==> config.mk <==
export PLATFORM = sky130hd
export DESIGN_NAME = ffa_cell
export DESIGN_NICKNAME = d
export VERILOG_FILES = /design/src/hdl/ffa_pkg.sv /design/src/hdl/ffa_cell.sv
export SDC_FILE = /design/constraint.sdc
export NUM_CORES = 1
export LEC_CHECK = 0
export ABC_AREA = 1
export ABC_CLOCK_PERIOD_IN_PS = 8200
export BUFFER_PORTS_ARGS = -buffer_cell sky130_fd_sc_hd__buf_2
export CORE_MARGIN = 2
export CORE_UTILIZATION = 59
export DETAILED_ROUTE_END_ITERATION = 10
export GPL_TIMING_DRIVEN = 0
export HOLD_SLACK_MARGIN = 0.1
export PLACE_DENSITY = 0.89
export SETUP_SLACK_MARGIN = 0.15
export SLEW_MARGIN = 40
export SYNTH_ARGS = -nofsm -noshare
export SYNTH_HDL_FRONTEND = slang
export SYNTH_SLANG_ARGS = --single-unit
==> constraint.sdc <==
create_clock -name clk -period 8.2 [get_ports clk]
set_input_delay 0.82 -clock clk [delete_from_list [all_inputs] [get_ports clk]]
set_output_delay 0.82 -clock clk [all_outputs]
set_load 0.05 [all_outputs]
==> src/hdl/ffa_pkg.sv <==
package ffa_pkg;

	localparam int ADDR_W = 21;
	localparam int HDR_W = 7;
	localparam int STAT_W = 2;
	localparam logic [HDR_W-1:0] HDR_RESET = 7'd24;

	localparam logic [STAT_W-1:0] STAT_OK = 2'd0;
	localparam logic [STAT_W-1:0] STAT_NO_SPACE = 2'd1;
	localparam logic [STAT_W-1:0] STAT_BAD_ADDR = 2'd2;
	localparam logic [STAT_W-1:0] STAT_TABLE_FULL = 2'd3;

	localparam logic FUNC_ALLOC = 1'b0;
	localparam logic FUNC_FREE = 1'b1;

	typedef enum logic [2:0] {
		ST_IDLE,
		ST_INIT,
		ST_SCAN,
		ST_FREE_NEXT,
		ST_FREE_PREV,
		ST_DONE
	} state_t;

	typedef enum logic [2:0] {
		CMD_NONE,
		CMD_BUILD,
		CMD_SET_USED,
		CMD_SET_FREE,
		CMD_INSERT,
		CMD_DELETE
	} cmd_op_t;

	typedef struct packed {
		cmd_op_t op;
		logic [ADDR_W-1:0] new_start;
	} cmd_t;

	typedef struct packed {
		logic valid;
		logic used;
		logic [ADDR_W-1:0] start;
	} cell_t;

	typedef struct packed {
		logic alloc_hit;
		logic free_hit;
		logic exact;
		logic used;
		logic prev_free;
		logic next_free;
		logic [ADDR_W-1:0] start;
	} hit_t;

endpackage

==> src/hdl/ffa_cell.sv <==
module ffa_cell
	import ffa_pkg::*;
#(
	parameter int IDX = 0,
	parameter int IW = 6,
	parameter int CW = 7,
	parameter logic [ADDR_W-1:0] HEAP_END = '0
) (
	input  logic              clk,
	input  logic              arst_n,
	input  cmd_t              cmd,
	input  logic [IW-1:0]     pos,
	input  logic [CW-1:0]     scan,
	input  logic [ADDR_W-1:0] req,
	input  logic [HDR_W-1:0]  hdr,
	input  logic [ADDR_W-1:0] addr,
	input  cell_t             prev,
	input  cell_t             next,
	output cell_t             cur,
	output hit_t              hit
);

	logic [ADDR_W-1:0] end_w;
	logic [ADDR_W-1:0] len;
	logic [ADDR_W-1:0] psz;
	logic [ADDR_W:0]   need;
	logic              sel;
	logic              fit_exact;
	logic              fit_split;
	logic [IW:0]       pos_x;
	logic [IW:0]       idx_c;
	cell_t             nxt;

	assign end_w = next.valid ? next.start : HEAP_END;
	assign len = end_w - cur.start;
	assign psz = (len > ADDR_W'(hdr)) ? (len - ADDR_W'(hdr)) : '0;
	assign need = {1'b0, req} + (ADDR_W + 1)'(hdr);
	assign fit_exact = (psz == req);
	assign fit_split = ({1'b0, psz} > need);
	assign sel = (scan == CW'(IDX));
	assign pos_x = {1'b0, pos};
	assign idx_c = (IW + 1)'(IDX);

	always_comb begin
		hit = '0;
		if (sel) begin
			hit.alloc_hit = cur.valid && !cur.used && (fit_exact || fit_split);
			hit.free_hit = cur.valid
				&& (({1'b0, cur.start} + (ADDR_W + 1)'(hdr)) == {1'b0, addr});
			hit.exact = fit_exact;
			hit.used = cur.used;
			hit.prev_free = prev.valid && !prev.used;
			hit.next_free = next.valid && !next.used;
			hit.start = cur.start;
		end
	end

	always_comb begin
		nxt = cur;
		unique case (cmd.op)
			CMD_NONE: begin
			end
			CMD_BUILD: begin
				nxt.valid = (IDX == 0);
				nxt.used = 1'b0;
				nxt.start = '0;
			end
			CMD_SET_USED: begin
				if (idx_c == pos_x) nxt.used = 1'b1;
			end
			CMD_SET_FREE: begin
				if (idx_c == pos_x) nxt.used = 1'b0;
			end
			CMD_INSERT: begin
				priority if (idx_c == pos_x) begin
					nxt.used = 1'b1;
				end else if (idx_c == pos_x + 1'b1) begin
					nxt.valid = 1'b1;
					nxt.used = 1'b0;
					nxt.start = cmd.new_start;
				end else if (idx_c > pos_x + 1'b1) begin
					nxt = prev;
				end else begin
					nxt = cur;
				end
			end
			CMD_DELETE: begin
				if (idx_c >= pos_x) nxt = next;
			end
			default: begin
			end
		endcase
	end

	always_ff @(posedge clk or negedge arst_n) begin
		if (!arst_n) begin
			cur <= '0;
		end else begin
			cur <= nxt;
		end
	end

endmodule

Yosys cells after proc, flatten, opt, wreduce, memory -nomap -nowiden
Cells that the tools add are included.
W data, S select, Z words.
{ "classes": {"n_addsub": 5, "magnitude_cmp": 4, "n_eq_ne": 13, "n_mux": 14, "n_reduce_logical": 16} }
{ "op_table": {"columns": ["operator", "n"], "rows": [
  ["$mux W23", 3],
  ["$mux W21", 3],
  ["$pmux W21 S3", 1],
  ["$add A21 B7 Y22", 2],
  ["$mux W27", 1],
  ["$eq A22 B21 Y1", 1],
  ["$gt A21 B22 Y1", 1],
  ["$eq A21 B21 Y1", 1],
  ["$gt A21 B7 Y1", 1],
  ["$logic_not A7 Y1", 3],
  ["$sub A21 B21 Y21", 1],
  ["$sub A21 B7 Y21", 1],
  ["$ne A2 B2 Y1 const B", 4],
  ["$add A6 B1 Y7 const B", 1],
  ["$gt A1 B7 Y1 const A", 1],
  ["$eq A3 B2 Y1 const B", 2],
  ["$eq A3 B3 Y1 const B", 2],
  ["$ge A1 B6 Y1 const A", 1],
  ["$logic_and A1 B1 Y1", 5],
  ["$pmux W1 S5", 1],
  ["$reduce_and A5 Y1", 1],
  ["$reduce_bool A5 Y1", 1],
  ["$mux W1", 4],
  ["$ne A4 B4 Y1 const B", 1],
  ["7 further kinds", 9]
]} }
{ "word_totals": {"reg_bits": 23, "inputBits": 134, "out_inout_bits": 50, "wordCells": 55} }

Depth between registers and ports, before layout
Gate-level depths: netlist of the first run.
{ "depth": {"depth_word": 8, "depth_mapped": 38} }

Least setup slack after synthesis of the first run
No wires, ideal clock.
{ "synth_timing": {"path_kind": "input -> output", "from": "in next[22] (netlist bit)", "to": "out hit[26] (netlist bit)", "arrival_ns": 5.928, "path_slack_ns": 1.452, "stages": 37, "path_buffers": 2, "path_cell_list": "clkbuf_1 nand2_1 ha_1 fa_1 inv_1 nand3_1 nand2_1 xor2_1 ha_1 nand2_1 nand2_1 nand3_1 nand2_1 a21oi_1 nand3_4 nor2_4 nand2_2 nor2_4 nand3_4 buf_2 nand3_1 inv_1 ha_1 inv_1 nor2_1 nor2_1 o21ai_0 nand3_1 a21boi_0 o21ai_0 nand2_1 nand3_1 a21boi_0 nor2_1 a31oi_1 o21ai_0 a21oi_1"} }
{ "synth_lines": {"columns": ["element", "line_no", "source"], "rows": [
  ["start: declaration", "ffa_cell.sv:18", "input cell_t next,"],
  ["end: declaration", "ffa_cell.sv:20", "output hit_t hit"]
]} }

==> summary.txt, run 1 <==
Outcome
  – Status: complete, no violations

Clock tree
  – Clock transition at path regs: 0.08 ns
  – Hold-fix buffers, CTS: 0
  – TritonCTS buffer count: 3
  – CTS resizes: 0
  – H-tree levels: 1
  – CTS sink cnt: 23
  – Latest clock arrival within the worst-skew pair: 0.26 ns
  – Clock Path Buffers: 2
  – Root Driver: clkbuf_8
  – CTS tree: built
  – Postcts setup bufs: 0

Worst setup path
  – CP top delay family: simple AND/OR/NAND/NOR gates
  – Crit Path Max Fanout: 10
  – CP Class: input port to output pin
  – Worst Path Required: 7.38 ns
  – Largest stage delay, worst path: 0.40 ns
  – Slowest cell on crit path: fa_1
  – Cell mode on critical path: nand2_1
  – WP buf/inv: 7
  – Crit path DAT: 6.76 ns
  – CP endpoint kind: output pin
  – Crit start category: input port

Finish
  – Layout cell share with drive strength beyond 1: 0.1608
  – Biggest register: cur
  – Max reg flops: 23
  – # nets final: 1,573
  – Fin cells: 1,510
  – Regs by FF count: cur x23
  – Number of fill cells: 1,039
  – Area Overhead vs Synth: 17.64%

STA
  – Unrepaired setup endpoints after global routing: false
  – Setup skew after layout: 0 ns
  – Fin crit period: 7.580 ns
  – Final setup vio count: 0
  – Final TNS setup: 0 ns
  – Hold Slack: 0.5277 ns
  – Max Freq: 131.9 MHz
  – Hold Fails Final Rpt: 0
  – Final Max Tran Viols: 0
  – PnR worst setup slack: 0.6201 ns
  – Worst Tran Pin Value: 0.7282 ns
  – Slew margin rel.: 0.5108
  – Final Cycle Share: 0.9244

Floorplan
  – Row Count: 38
  – Die extent in x: 108.8 um
  – Die Span Y: 108.8 um
  – Starting Density: 0.6006
  – Core area: 10,790 sq um
  – Io pins: 184
  – Die area: 11,840 sq um

Job
  – MaxCap Viol Count: 0

Global route
  – Overall routing resource usage: 0.3568
  – First-pass GRT wire length: 33,750 um
  – Total grt overflow: 0
  – Antenna violations before repair: 2
  – Largest net degree at the start of global routing: 24
  – Vias in the first global route: 7,412

Synth
  – Ys Warns: 0
  – Netlist Area Pre-Place: 6482 sq um
  – Yosys cell types: 43
  – Synth top area share: 0.1870
  – Post-synth EDFFs: 0
  – Number of synthesized register bits: 23
  – Synthesized Nets: 1,385
  – Synth Instances: 1,181
  – Cell taking the most area after synthesis: nand2_1
  – Post-synth top cells: nand2_1 (323), inv_1 (199), nor2_1 (183), nand3_1 (83), ha_1 (66)
  – Post-synthesis sequential area ratio: 0.08879
  – Syn Area/Cell: 5.489 sq um
  – Most frequent cell after synthesis: nand2_1
  – Ys async rst share: 1.000
  – Synth top area cells: nand2_1 (19%), ha_1 (13%), inv_1 (12%)
  – Ys flop type: dfrtp_1

Power
  – Peak VDD IR: 0.0001142 V
  – Power Density: 174.4 nW/um^2
  – LEAKAGE: 4.531 nW
  – Final Total Pwr: 1.330 mW

Route
  – Detailed-route via count: 8,071
  – Initial DRC count: 427
  – Drt total wl: 21,170 um
  – DRC: 0
  – Vias per inst: 5.345
  – Drt pass-1 iters: 7
  – Wire per inst: 14.02 um
  – ANT nets after route: 0

Min path
  – Hold crit path type: input port to async pin

Place
  – Placed insts: 1,504
  – Placer Congestion: 0.9676
  – Dpl hpwl: 18,450 um
  – Post-place setup slack: 0.4977 ns
  – IO Port Bufs: 183
metal layers:
layer  wire (um)  track usage  up-vias
met5           0            0        -
met4         924       0.1484        0
met3        1403      0.04662       70
met2       10500       0.6710      331
met1        8342       0.4017     3536
li1            -            -     4134
where the power goes:
part           total [mW]  leakage, nW  switching, mW  internal (mW)
Clock              0.0709       0.0228         0.0361         0.0347
Sequential          0.168        0.273         0.0353          0.132
Combinational        1.09         4.24          0.707          0.385
Total                1.33         4.53          0.778          0.552
cells in the final DEF (no fill, tap or decap), types with 4 or more instances in the layout:
cell / n
nand2_1: 323
inv_1: 199
buf_2: 186
nor2_1: 183
nand3_1: 83
ha_1: 66
o21ai_0: 47
a21oi_1: 44
xor2_1: 43
nand4_1: 27
a31oi_1: 23
dfrtp_1: 23
nor3_1: 17
xnor2_1: 16
clkbuf_1: 13
nand2_2: 8
o21bai_1: 5
nand3b_1: 5
fa_1: 4
path summary, 6_finish.rpt:
kind                                           from             endpoint  slack, ns  cells after the start
max in group asynchronous                    arst_n   cur[5]$_DFFE_PN0P_       7.31                      1
worst min register to register  cur[20]$_DFFE_PN0P_  cur[20]$_DFFE_PN0P_       0.59                      2
min in group clk                cur[20]$_DFFE_PN0P_  cur[20]$_DFFE_PN0P_       0.59                      2
worst max register to register  cur[15]$_DFFE_PN0P_  cur[15]$_DFFE_PN0P_       7.35                      2
worst min-delay path                         arst_n  cur[18]$_DFFE_PN0P_       0.53                      1
worst max-delay path                       next[22]              hit[26]       0.62                     38
final cells by class:
cell class,instances,area [sq um],area share
Multi-Input combinational cell,934,5047,0.6619
Timing Repair Buffer,183,915.9,0.1201
Inverter,203,762.0,0.09992
Sequential cell,23,575.6,0.07547
Tap cell,140,175.2,0.02297
Buffer,21,100.1,0.01313
Clock buffer,4,45.04,0.005906
Antenna cell,2,5.005,0.0006563
through the flow:
step	area, sq um	utilization
2_1_floorplan	6482	-
3_3_place_gp	7574	0.7017
3_5_place_dp	7574	0.7017
4_1_cts	7619	0.7059
5_1_grt	7626	0.7066
6_report	7626	0.7066
worst reg2reg max path: cells and delay by family, from the launching register on:
family           cells  cell delay, ns
AO/OA/AOI/OAI        1            0.15
flip-flops           1            0.54
AND/OR/NAND/NOR      1            0.09
cell families (layout without fill, tap and decap cells):
kind of cell | Yosys count | after routing | synth area share
buf+inv | 224 | 411 | 0.1326
simple gates | 666 | 666 | 0.4376
flops | 23 | 23 | 0.08879
compound gates | 139 | 139 | 0.1216
other cells | 0 | 2 | 0
xor+xnor | 59 | 59 | 0.07971
fa+ha+maj | 70 | 70 | 0.1397
Note: power is estimated with default switching activity, not from simulation.
==> run 2, diff against run 1 <==
ABC_CLOCK_PERIOD_IN_PS = 8900   (was 8200)
clock period = 8.9 ns   (was 8.2 ns; I/O delays follow)
==> summary.txt, run 2 (synthesis gave the netlist of run 1 again) <==
Outcome
  – Status: complete, no violations

Worst setup path
  – Crit Path Max Fanout: 10 (unchanged)
  – R2R setup slack: 8.05 ns (+0.70 ns)
  – Worst Path Required: 8.01 ns (+0.63 ns)
  – Cell mode on critical path: nand2_1
  – Crit path DAT: 7.02 ns (+0.26 ns)
  – Reg2Reg Depth: 2 (unchanged)
  – CP endpoint kind: output pin
  – Crit start category: input port
  – CP Class: input port to output pin
  – CP startpoint: next[22]
  – Slowest cell on crit path: fa_1
  – Largest stage delay, worst path: 0.40 ns (about the same)
  – R2R Path Start: cur[15]$_DFFE_PN0P_
  – R2r endpoint: cur[15]$_DFFE_PN0P_

STA
  – PnR worst setup slack: 0.9872 ns (+0.3672 ns)
  – Fin crit period: 7.913 ns
  – Max Freq: 126.4 MHz
  – Final Cycle Share: 0.8891
  – Final Max Tran Viols: 0 (unchanged)
  – Final TNS setup: 0 ns (unchanged)
  – Slew margin rel.: 0.5083 (-0.002540)
  – Hold Fails Final Rpt: 0 (unchanged)
  – Worst Tran Pin Value: 0.7319 ns (+0.003782 ns)
  – Final setup vio count: 0 (unchanged)
  – Setup skew after layout: 0 ns (unchanged)
  – Unrepaired setup endpoints after global routing: false
  – Hold Slack: 0.5870 ns (+0.05928 ns)

Clock tree
  – Clock transition at path regs: 0.08 ns (about the same)
  – CTS resizes: 0 (unchanged)
  – H-tree levels: 1 (unchanged)
  – Hold-fix buffers, CTS: 0 (unchanged)
  – Root Driver: clkbuf_8
  – Latest clock arrival within the worst-skew pair: 0.26 ns (about the same)
  – Clock Path Buffers: 2 (unchanged)
  – CTS sink cnt: 23 (unchanged)
  – TritonCTS buffer count: 3 (unchanged)
  – CTS tree: built
  – Postcts setup bufs: 0 (unchanged)

Power
  – LEAKAGE: 4.525 nW (-0.13%)
  – Final Total Pwr: 1.225 mW (-7.9%)
  – Peak VDD IR: 0.0001052 V (-7.9%)
  – Power Density: 160.7 nW/um^2 (-7.9%)

Route
  – Initial DRC count: 451 (+5.6%)
  – Drt total wl: 21,200 um (+0.10%)
  – DRC: 0 (unchanged)
  – Detailed-route via count: 8,069 (-0.025%)
  – Drt pass-1 iters: 7 (unchanged)
  – Wire per inst: 14.04 um (+0.10%)
  – Vias per inst: 5.344 (about the same)
  – ANT nets after route: 0 (unchanged)

Place
  – Post-DP Area: 7574 sq um (unchanged)
  – Post-place setup slack: 1.058 ns (+0.5600 ns)
  – Dpl hpwl: 18,450 um (unchanged)
  – IO Port Bufs: 183 (unchanged)
  – Placed insts: 1,504 (unchanged)
  – Placer Congestion: 0.9676 (unchanged)

Global route
  – Largest net degree at the start of global routing: 24 (unchanged)
  – Antenna violations before repair: 2 (unchanged)
  – First-pass GRT wire length: 33,750 um (unchanged)
  – Overall routing resource usage: 0.3568 (unchanged)
  – Total grt overflow: 0 (unchanged)
  – Vias in the first global route: 7,412 (unchanged)

Floorplan
  – Die area: 11,840 sq um (unchanged)
  – Io pins: 184 (unchanged)
  – Row Count: 38 (unchanged)
  – Core area: 10,790 sq um (unchanged)
  – Die Span Y: 108.8 um (unchanged)
  – Die extent in x: 108.8 um (unchanged)
  – Starting Density: 0.6006 (unchanged)

Finish
  – Most common cell after layout, fill and taps aside: nand2_1
  – # nets final: 1,573 (unchanged)
  – Finished Core Util: 0.7064 (about the same)
  – Biggest register: cur
  – Area Overhead vs Synth: 17.60% (about the same)
  – Most frequent cells in the layout: nand2_1 (323), inv_1 (199), buf_2 (186)
  – Layout cell share with drive strength beyond 1: 0.1594 (-0.001462)
  – Regs by FF count: cur x23
  – Max reg flops: 23 (unchanged)
  – Fin cells: 1,510 (unchanged)
  – Post-layout instance area: 7624 sq um (about the same)
  – Number of fill cells: 1,038 (-0.096%)

Min path
  – Hold crit path type: flip-flop to flip-flop
  – Min-delay src: cur[20]$_DFFE_PN0P_
  – Hold Path Depth: 2
  – Worst Hold Path EP: cur[20]$_DFFE_PN0P_

Job
  – MaxCap Viol Count: 0 (unchanged)
==> run 2: cell counts in the layout (fill, tap and decap cells not counted) <==
No cell type changed its count.
==> run 2: worst max path at each step <==
stage / end / cells after the start
2_1_floorplan: hit[26] / 37
3_3_place_gp: hit[26] / 38
3_5_place_dp: hit[26] / 38
4_1_cts: hit[26] / 38
5_1_grt: hit[26] / 38
6_report: hit[26] / 38
==> run 2: cell type report <==
type / instances / area [sq um] / share of cell area
clock buffers: 4 / 45.04 / 0.005908
inverters: 203 / 762.0 / 0.09995
plain buffers: 21 / 97.59 / 0.01280
well taps: 140 / 175.2 / 0.02298
repair buffers: 183 / 915.9 / 0.1201
flip-flops and latches: 23 / 575.6 / 0.07550
multi-input cells: 934 / 5047 / 0.6621
diodes: 2 / 5.005 / 0.0006565
==> run 2: critical path: cells and delay by family <==
kind            cells  cell delay (ns)
compound gates      7             1.51
xor+xnor            1             0.19
fa+ha+maj           4             1.19
buf+inv             7             1.27
simple gates       19             2.00
==> run 2: where the power goes <==
part / switching [mW] / internal (mW) / total, mW
combinational: 0.652 / 0.354 / 1.01
sequential: 0.0323 / 0.122 / 0.154
clock: 0.0324 / 0.0320 / 0.0644
==> run 2: routing by layer <==
| metal | up-vias | share of wire | global-route usage |
|---|---|---|---|
| met1 | 3552 | 0.40 | 0.4017 |
| li1 | 4135 | - | - |
| met2 | 315 | 0.50 | 0.6710 |
| met4 | 0 | 0.042 | 0.1484 |
| met5 | - | 0 | 0 |
| met3 | 67 | 0.063 | 0.04662 |
==> run 3, diff against run 2 <==
ABC_AREA = not set   (was 1)
CORE_UTILIZATION = 58   (was 59)
==> summary.txt, run 3 <==
Route
  – DRC: 0 (unchanged)
  – Wire per inst: 16.31 um (+16%)
  – Detailed-route via count: 7,106 (-12%)
  – Vias per inst: 6.126 (+15%)
  – Initial DRC count: 485 (+7.5%)
  – Drt total wl: 18,920 um (-11%)
  – Drt pass-1 iters: 7 (unchanged)
  – ANT nets after route: 0 (unchanged)

Power
  – Gate power share: 0.825 (+0.004)
  – Share of power burned in registers: 0.115 (-0.011)
  – P_int: 0.5577 mW (+9.7%)
  – Sw Share: 0.5372 (-0.04787)
  – NetSw: 0.6473 mW (-9.7%)
  – LEAKAGE: 3.433 nW (-24%)
  – Peak VDD IR: 0.00008077 V (-23%)
  – Power Density: 168.3 nW/um^2 (+4.8%)
  – Clock power share: 0.060 (+0.007)

STA
  – Hold Slack: 0.5951 ns (+0.008087 ns)
  – Final TNS setup: 0 ns (unchanged)
  – Worst Tran Pin Value: 0.8256 ns (+0.09369 ns)
  – Max Freq: 120.1 MHz (-5.0%)
  – PnR worst setup slack: 0.5719 ns (-0.4153 ns)
  – Slew margin rel.: 0.4496 (-0.05871)
  – Fin crit period: 8.328 ns (+0.4153 ns)
  – Hold Fails Final Rpt: 0 (unchanged)
  – Unrepaired setup endpoints after global routing: false
  – Setup skew after layout: 0 ns (unchanged)
  – Final setup vio count: 0 (unchanged)
  – Final Max Tran Viols: 0 (unchanged)
  – Final Cycle Share: 0.9357 (+0.04666)

Finish
  – Regs by FF count: cur x23
  – Area Overhead vs Synth: 18.84%
  – Fin cells: 1,160 (-23%)
  – Finished Core Util: 0.7029 (-0.003405)
  – Max reg flops: 23 (unchanged)
  – # nets final: 1,229 (-22%)
  – Number of fill cells: 886 (-15%)
  – Most frequent cells in the layout: buf_2 (185), nand2_1 (87), nor2_1 (82)
  – Biggest register: cur
  – Ant. Diodes: 0 (-2)
  – Layout cell share with drive strength beyond 1: 0.2148 (+0.05549)
  – Most common cell after layout, fill and taps aside: buf_2

Place
  – Placer Congestion: 0.9910 (+2.4%)
  – Placed insts: 1,157 (-23%)
  – Post-place setup slack: 0.005404 ns (-1.052 ns)
  – IO Port Bufs: 182 (-0.55%)
  – Dpl hpwl: 15,920 um (-14%)

Worst setup path
  – Crit path DAT: 7.44 ns (+0.42 ns)
  – Slowest cell on crit path: fa_1
  – Largest stage delay, worst path: 0.42 ns (+0.02 ns)
  – WP buf/inv: 6 (-1)
  – R2R setup slack: 7.83 ns (-0.22 ns)
  – R2R Path Start: cur[8]$_DFFE_PN0P_
  – Worst Path Required: 8.01 ns (about the same)
  – R2r endpoint: cur[8]$_DFFE_PN0P_
  – Crit start category: input port
  – Reg2Reg Depth: 3 (+1)
  – CP top delay family: compound AO/OA/AOI/OAI gates
  – CP Class: input port to output pin
  – Crit Path Max Fanout: 19 (+9)
  – CP endpoint kind: output pin

Clock tree
  – Clock transition at path regs: 0.10 ns (+0.02 ns)
  – CTS tree: built
  – H-tree levels: 1 (unchanged)
  – Clock Path Buffers: 2 (unchanged)
  – Hold-fix buffers, CTS: 0 (unchanged)
  – Root Driver: clkbuf_8
  – Latest clock arrival within the worst-skew pair: 0.28 ns (+0.02 ns)
  – CTS sink cnt: 23 (unchanged)
  – TritonCTS buffer count: 3 (unchanged)

Floorplan
  – Die extent in x: 105.9 um (-2.7%)
  – Core area: 10,180 sq um (-5.6%)
  – Die Span Y: 105.9 um (-2.7%)
  – Die area: 11,220 sq um (-5.3%)
  – Io pins: 184 (unchanged)
  – Row Count: 37 (-2.6%)
  – Starting Density: 0.5915 (-0.009103)

Min path
  – Hold crit path type: input port to async pin

Global route
  – Antenna violations before repair: 0 (-2)
  – Overall routing resource usage: 0.3315 (-0.02534)
  – First-pass GRT wire length: 30,680 um (-9.1%)
  – Largest net degree at the start of global routing: 24 (unchanged)
  – Total grt overflow: 0 (unchanged)
  – Vias in the first global route: 6,816 (-8.0%)

Job
  – MaxCap Viol Count: 0 (unchanged)

Synth
  – Synth Instances: 839 (-29%)
  – Netlist Area Pre-Place: 6025 sq um (-7.1%)
  – Synth top area cells: ha_1 (14%), dfrtp_1 (9.6%), xnor2_1 (7.3%)
  – Most frequent cell after synthesis: nand2_1
  – Post-synth EDFFs: 0 (unchanged)
  – Yosys cell types: 85 (+98%)
  – Synthesized Nets: 1,043 (-25%)
  – Syn Area/Cell: 7.181 sq um (+31%)
  – Cell taking the most area after synthesis: ha_1
  – Number of synthesized register bits: 23 (unchanged)
  – Post-synth top cells: nand2_1 (87), nor2_1 (82), o21ai_0 (74), ha_1 (66), xnor2_1 (50)
  – Ys flop type: dfrtp_1
  – Ys async rst share: 1.000 (unchanged)
  – Post-synthesis sequential area ratio: 0.09553 (+0.006749)
  – Synth top area share: 0.1371 (-0.04996)
  – Ys Warns: 0 (unchanged)

Outcome
  – Status: complete, no violations
## run 3: cell type report
| class | instances | area (sq um) | area share |
|---|---|---|---|
| plain buffers | 25 | 118.9 | 0.01660 |
| clock buffers | 3 | 41.29 | 0.005767 |
| clock inverters | 1 | 7.507 | 0.001049 |
| inverters | 47 | 176.4 | 0.02464 |
| multi-input cells | 743 | 5159 | 0.7206 |
| flip-flops and latches | 23 | 575.6 | 0.08039 |
| well taps | 136 | 170.2 | 0.02377 |
| repair buffers | 182 | 910.9 | 0.1272 |
## run 3: how the worst max path moves through the flow
| stage | startpoint | endpoint | slack [ns] | cells after the start |
|---|---|---|---|---|
| 2_1_floorplan | next[22] | hit[26] | 1.47 | 33 |
| 3_3_place_gp | next[22] | hit[26] | 0.05 | 34 |
| 3_5_place_dp | next[22] | hit[26] | 0.005 | 34 |
| 4_1_cts | next[22] | hit[26] | 0.47 | 33 |
| 5_1_grt | next[22] | hit[26] | 0.27 | 33 |
| 6_report | next[22] | hit[26] | 0.57 | 33 |
## run 3: metal layers
metal / share of wire / global-route usage / up-vias
met1: 0.40 / 0.4010 / 3266
met3: 0.078 / 0.03679 / 62
met5: 0 / 0 / -
met2: 0.48 / 0.5885 / 370
met4: 0.042 / 0.1523 / 0
li1: - / - / 3408
## run 3: cell families after synthesis
kind of cell / after synthesis / share of synthesized area
adder cells (fa/ha/maj): 70 / 0.1504
AO/OA/AOI/OAI: 230 / 0.2536
AND/OR/NAND/NOR: 333 / 0.2833
XOR/XNOR: 84 / 0.1244
multiplexers: 26 / 0.04361
flip-flops: 23 / 0.09553
buffers and inverters: 73 / 0.04922
## run 3: power by group through the flow
stage / clock network (mW) / logic [mW] / registers [mW]
6_report: 0.0724 / 0.994 / 0.139
5_1_grt: 0.0752 / 1.11 / 0.140
4_1_cts: 0.0694 / 0.980 / 0.138
3_5_place_dp: 0 / 0.975 / 0.139
3_3_place_gp: 0 / 0.947 / 0.139
2_1_floorplan: 0 / 0.706 / 0.182
## run 3: stage by stage
step | power, mW | area (sq um)
6_report | 1.205 | 7159
5_1_grt | 1.321 | 7159
4_1_cts | 1.188 | 7152
3_5_place_dp | 1.115 | 7106
3_3_place_gp | 1.087 | 7106
2_1_floorplan | 0.8877 | 6025
## run 3: repair_timing
action                                  4_1_cts  5_1_grt
gates resized for setup                       1        2
pin swaps                                     0        0
cloned                                        0        0
endpoints found under the setup margin        1        1
setup buffers                                 0        0
